File: src/design/pwf_pkg.sv
// Shared types and constants for the position window filter.
package pwf_pkg;

    localparam int POS_W  = 24;
    localparam int MODE_W = 2;
    localparam int AXES   = 3;
    localparam int AXIS_W = 2;

    localparam logic [MODE_W-1:0] MODE_HOLD = 2'd0;
    localparam logic [MODE_W-1:0] MODE_AVG  = 2'd1;
    localparam logic [MODE_W-1:0] MODE_TRIM = 2'd2;

    typedef logic signed [POS_W-1:0] t_pos;

    // Controller to datapath commands
    typedef struct packed {
        logic              load;      // item accepted: store sample, advance pointer
        logic              rd;        // issue one history read
        logic              first;     // this read is the newest sample of the window
        logic              norm;      // form numerator (trimmed in trim mode), split sign/magnitude
        logic              mul;       // multiply one axis by the reciprocal
        logic [AXIS_W-1:0] axis;
        logic              out_load;  // move results into the output register
        logic              trim;      // drop max and min of the window
    } t_cmd;

    // Datapath to controller status
    typedef struct packed {
        logic filled;  // history has wrapped at least once
        logic wrap;    // next write lands in the last slot
    } t_sts;

endpackage

File: src/design/pwf_ctrl.sv
// Sequencer for the position window filter: handshakes, mode register, command generation.
module pwf_ctrl
    import pwf_pkg::*;
#(
    parameter int WINDOW_LEN = 8
) (
    input  logic              i_clk,
    input  logic              i_rst_n,
    input  logic              i_in_valid,
    output logic              o_in_ready,
    output logic              o_out_valid,
    input  logic              i_out_ready,
    input  logic              i_cfg_we,
    input  logic [MODE_W-1:0] i_cfg_wdata,
    input  t_sts              i_sts,
    output t_cmd              o_cmd
);

    localparam int CNT_W = $clog2(WINDOW_LEN);
    localparam logic [CNT_W-1:0] RD_LAST  = CNT_W'(WINDOW_LEN - 1);
    localparam logic [CNT_W-1:0] MUL_LAST = CNT_W'(AXES - 1);

    typedef enum logic [6:0] {
        S_IDLE = 7'b0000001,
        S_READ = 7'b0000010,
        S_LAST = 7'b0000100,
        S_NORM = 7'b0001000,
        S_MUL  = 7'b0010000,
        S_FIN  = 7'b0100000,
        S_DONE = 7'b1000000
    } t_state;

    t_state            r_state, n_state;
    logic [CNT_W-1:0]  r_cnt, n_cnt;
    logic              r_out_valid, n_out_valid;
    logic [MODE_W-1:0] r_mode;
    logic              w_accept;
    logic              w_run;

    assign o_in_ready  = (r_state == S_IDLE);
    assign o_out_valid = r_out_valid;
    assign w_accept    = i_in_valid && o_in_ready;
    // filter only once history is full (including the item that fills it)
    assign w_run = (i_sts.filled || i_sts.wrap) &&
                   ((r_mode == MODE_AVG) || (r_mode == MODE_TRIM));

    always_comb begin
        o_cmd          = '0;
        o_cmd.load     = w_accept;
        o_cmd.rd       = (r_state == S_READ);
        o_cmd.first    = (r_state == S_READ) && (r_cnt == '0);
        o_cmd.norm     = (r_state == S_NORM);
        o_cmd.mul      = (r_state == S_MUL);
        o_cmd.axis     = r_cnt[AXIS_W-1:0];
        o_cmd.out_load = (r_state == S_DONE) && (!r_out_valid || i_out_ready);
        o_cmd.trim     = (r_mode == MODE_TRIM);
    end

    always_comb begin
        n_state = r_state;
        n_cnt   = r_cnt;
        unique case (r_state)
            S_IDLE: begin
                n_cnt = '0;
                if (w_accept) begin
                    n_state = w_run ? S_READ : S_DONE;
                end
            end
            S_READ: begin
                if (r_cnt == RD_LAST) begin
                    n_cnt   = '0;
                    n_state = S_LAST;
                end else begin
                    n_cnt = r_cnt + 1'b1;
                end
            end
            S_LAST: n_state = S_NORM;
            S_NORM: n_state = S_MUL;
            S_MUL: begin
                if (r_cnt == MUL_LAST) begin
                    n_cnt   = '0;
                    n_state = S_FIN;
                end else begin
                    n_cnt = r_cnt + 1'b1;
                end
            end
            S_FIN:  n_state = S_DONE;
            S_DONE: begin
                if (o_cmd.out_load) begin
                    n_state = S_IDLE;
                end
            end
            default: n_state = S_IDLE;
        endcase
    end

    always_comb begin
        n_out_valid = r_out_valid;
        if (r_out_valid && i_out_ready) begin
            n_out_valid = 1'b0;
        end
        if (o_cmd.out_load) begin
            n_out_valid = 1'b1;
        end
    end

    always_ff @(posedge i_clk) begin
        if (!i_rst_n) begin
            r_state     <= S_IDLE;
            r_cnt       <= '0;
            r_out_valid <= 1'b0;
            r_mode      <= MODE_AVG;
        end else begin
            r_state     <= n_state;
            r_cnt       <= n_cnt;
            r_out_valid <= n_out_valid;
            if (i_cfg_we) begin
                r_mode <= i_cfg_wdata;
            end
        end
    end

    a_run_enters_read: assert property (@(posedge i_clk) disable iff (!i_rst_n)
        (w_accept && w_run) |=> (r_state == S_READ && r_cnt == '0))
        else $error("filtering item did not start the window read");

    a_mul_three_axes: assert property (@(posedge i_clk) disable iff (!i_rst_n)
        $rose(r_state == S_MUL) |-> ##3 (r_state == S_FIN))
        else $error("multiply phase did not cover three axes");

    a_done_entry: assert property (@(posedge i_clk) disable iff (!i_rst_n)
        $rose(r_state == S_DONE) |-> ($past(r_state) == S_IDLE || $past(r_state) == S_FIN))
        else $error("result stage entered from an unexpected state");

endmodule

File: config.mk
export PLATFORM = sky130hd
export DESIGN_NAME = pwf_ctrl
export DESIGN_NICKNAME = d
export VERILOG_FILES = /design/src/design/pwf_pkg.sv /design/src/design/pwf_ctrl.sv
export SDC_FILE = /design/constraint.sdc
export NUM_CORES = 1
export LEC_CHECK = 0
export BUFFER_PORTS_ARGS = -buffer_cell sky130_fd_sc_hd__buf_2
export CAP_MARGIN = 0
export CORE_UTILIZATION = 45
export CTS_CLUSTER_SIZE = 28
export DETAILED_ROUTE_END_ITERATION = 10
export GPL_TIMING_DRIVEN = 0
export PLACE_DENSITY = 0.76
export SYNTH_ARGS = -nofsm -noshare
export SYNTH_HDL_FRONTEND = slang
export SYNTH_SLANG_ARGS = --single-unit
File: constraint.sdc
create_clock -name i_clk -period 2 [get_ports i_clk]
set_input_delay 0.3 -clock i_clk [delete_from_list [all_inputs] [get_ports i_clk]]
set_output_delay 0.3 -clock i_clk [all_outputs]
set_load 0.005 [all_outputs]
==> impl_metrics.ini <==
[outcome]
status = completed

[floorplanning]
core_area_mm2 = 0.00178
io-pin-count = 20
fp.dieArea_mm2 = 0.00214
initial_utilization_pct = 49.5
core.rowCount = 15
die-height_um = 46.3
die_w_um = 46.3

[sta]
final.setup.tns_ps = 0
timing.final.crit_share_pct = 98.5
setup_slack_ps = 29.4
finClkSkew_ps = 4.91
headroom_to_the_max_slew_limit_pct = 67.4
finalWorstPathRequiredPeriod_ps = 1970
setup_viol = 0
worst_slew_pin_slew_ps = 485
maxSlewViolCount = 0
final_hold_vio_count = 0
rsz_0062_raised_after_global_routing = true
max_freq_ghz = 0.507

[detailed_routing]
first_pass_iters = 4
wire_per_inst_um = 12.1
drt.antenna.violating_nets = 0
vias = 824
vias_per_cell = 5.28
remaining_drc_errors = 0
drt_iter0_drc = 15
wl_mm = 1.89

[placement]
pre_cts_ws_ps = 216
dpl.hpwl_mm = 1.35
place.gp.congestion = 0.857
port_buffers = 19
placed_cell_areas_mm2 = 0.00101

[pwr]
cellLeakagePower_nw = 0.491
power_density_mw_per_mm2 = 718
max-vdd-ir-drop_uv = 344

[clocking]
tritoncts = done
worst_skew_pair.late_latency_ps = 280
cts.htree.levels = 1
cts_buffers = 3
cts_root_buffer = sky130_fd_sc_hd__clkbuf_4
cts.reportedPaths.clkPinSlew_ps = 80
hold_buffers = 0
cts_buffer_depth = 2
cts.sinks = 13

[worst_hold_path]
timing.hold.worst_path_depth = 3
worst_hold_path_type = input port to flop

[final_layout]
diodes = 0
final_nets = 147
final_cell_area_mm2 = 0.00107
proportion_of_layout_cells_with_a_drive_suffix_above_1_pct = 29.0
syn_to_final_growth_pct = 20.7
ff_latch_area_um2 = 265
multi_input_comb_area_um2 = 547
final.fill_count = 161

[synth]
syn_area_um2 = 883
synth_ff_type = sky130_fd_sc_hd__dfxtp_1
asyncSetResetFlopFracSynth_pct = 0
synth-seq-area-share_pct = 29.5
synth.largest_area_cell = sky130_fd_sc_hd__dfxtp_1
yosys_warnings = 0
synth_top_area_share_pct = 29.5
synthesis.instances = 105
synth_nets = 120
yosys_register_bits = 13
post_synth_main_area_contributors = sky130_fd_sc_hd__dfxtp_1, sky130_fd_sc_hd__ha_1, sky130_fd_sc_hd__buf_4
number_of_synthesized_flops_with_an_enable_pin = 0
avgSynthCellArea_um2 = 8.41
synth_cell_types = 38

[global_routing]
globalRouteTotalUtil_pct = 20.0
grt_max_degree = 11
grt.overflow.total = 0
global_route_wire_length_before_repair_mm = 3.02
first_global_vias = 717
antenna_found_initial = 0

[setup_path]
rr_worst_depth = 7
worstPathRequired_ps = 1700
worstPathArrival_ps = 1670
capturing_element_type_of_the_critical_path = output pin
worstSetupStartpointType = flop
critPathMaxFanout = 7
timing_worst_setup_path_type = flop to output pin

[flow_run]
drv_cap = 0
==> routing by layer <==
| metal | share of wire (%) | vias up | GRT usage [%] |
|---|---|---|---|
| met5 | 0 | - | 0 |
| met1 | 49 | 365 | 26.4 |
| li1 | - | 421 | - |
| met2 | 44 | 31 | 30.8 |
| met4 | 2.1 | 0 | 10.0 |
| met3 | 4.5 | 7 | 3.53 |
==> where the power goes <==
part / internal, mW / total [mW] / leakage (nW) / switching [mW]
clock network: 0.0774 / 0.165 / 0.0150 / 0.0877
registers: 0.278 / 0.289 / 0.107 / 0.0116
logic: 0.148 / 0.311 / 0.369 / 0.163
total: 0.503 / 0.766 / 0.491 / 0.263
==> final cells by class <==
type	instances	area share (%)
well taps	25	2.93
multi-input cells	77	51.3
plain buffers	9	5.28
clock buffers	4	2.46
inverters	6	2.11
repair buffers	22	11.0
flip-flops and latches	13	24.9
==> registers in the layout, indices dropped and copies added, names as in the netlist <==
| register | flops |
|---|---|
| o_out_valid | 1 |
| r_cnt | 3 |
| r_mode | 2 |
| r_state | 7 |
==> synthesized netlist by cell type, drive strengths merged, types with 2 or more instances <==
master  count
a21oi       2
and2        3
and3        4
and3b       3
buf         8
dfxtp      13
ha          6
inv         6
mux2i       3
nand2       5
nand2b      3
nand3       3
nand4       2
nor2        7
nor2b       4
nor3        4
nor3b       4
nor4        2
o211ai      3
o21ai       7
==> path summary, 6_finish.rpt <==
check | slack, ps | endpoint | startpoint
setup / recovery | 30 | o_cmd[6] | r_state[5]$_SDFFE_PN0P_
hold / removal | 230 | r_mode[0]$_SDFFE_PN1P_ | i_cfg_wdata[0]
setup reg to reg | 280 | r_state[6]$_SDFFE_PN0P_ | r_cnt[0]$_SDFFE_PN0P_
hold reg to reg | 510 | r_cnt[2]$_SDFFE_PN0P_ | r_cnt[2]$_SDFFE_PN0P_
==> worst max-delay path, stage by stage, from the launching register on <==
cell,delay [ps]
sky130_fd_sc_hd__dfxtp_4,380
sky130_fd_sc_hd__nor4_4,270
sky130_fd_sc_hd__and2b_1,180
sky130_fd_sc_hd__nor3b_4,270
sky130_fd_sc_hd__and3b_1,190
sky130_fd_sc_hd__buf_2,100
==> cells by family (layout without fill, tap and decap cells) <==
logic type                 after synthesis  after routing  share of synthesized area, %
and+or+nand+nor                         48             48                          35.0
AOI/OAI and AO/OA                       18             18                          12.7
buffers and inverters                   15             41                          8.92
DFF                                     13             13                          29.5
adders and majority gates                6              6                          8.50
muxes                                    3              3                          3.40
xor gates and xnor gates                 2              2                          1.98
==> per-stage QoR <==
stage | power, mW | hold slack [ps] | util, % | instances
2_1_floorplan | 0.504 | 416 | - | 105
3_3_place_gp | 0.575 | 490 | 56.6 | 149
3_5_place_dp | 0.583 | 498 | 56.6 | 149
4_1_cts | 0.761 | 233 | 59.0 | 155
5_1_grt | 0.828 | 237 | 59.8 | 156
6_report | 0.766 | 232 | 59.8 | 156
==> what timing repair did <==
action	in CTS	in global routing
setup buffers	2	1
endpoints found under the setup margin	2	3
gates cloned	0	0
pin swaps	1	0
gates resized for setup	1	3
==> layout by cell type, fill, tap and decap left out, types with 3 or more instances in the layout <==
master	synthesis	routed
sky130_fd_sc_hd__o21ai_0	5	5
sky130_fd_sc_hd__nand3_1	3	3
sky130_fd_sc_hd__buf_4	5	8
sky130_fd_sc_hd__nand2_1	5	5
sky130_fd_sc_hd__ha_1	6	6
sky130_fd_sc_hd__nor2_1	7	6
sky130_fd_sc_hd__buf_2	3	22
sky130_fd_sc_hd__nor3b_1	3	3
sky130_fd_sc_hd__dfxtp_1	13	11
sky130_fd_sc_hd__nor2b_1	4	4
sky130_fd_sc_hd__o211ai_1	3	3
sky130_fd_sc_hd__and3b_1	3	3
sky130_fd_sc_hd__nand2b_1	3	3
sky130_fd_sc_hd__inv_1	6	6
sky130_fd_sc_hd__mux2i_1	3	3
sky130_fd_sc_hd__and3_1	4	4
sky130_fd_sc_hd__clkbuf_4	0	3
sky130_fd_sc_hd__nor3_1	4	4
No activity file was read; power rests on OpenSTA's default activity.
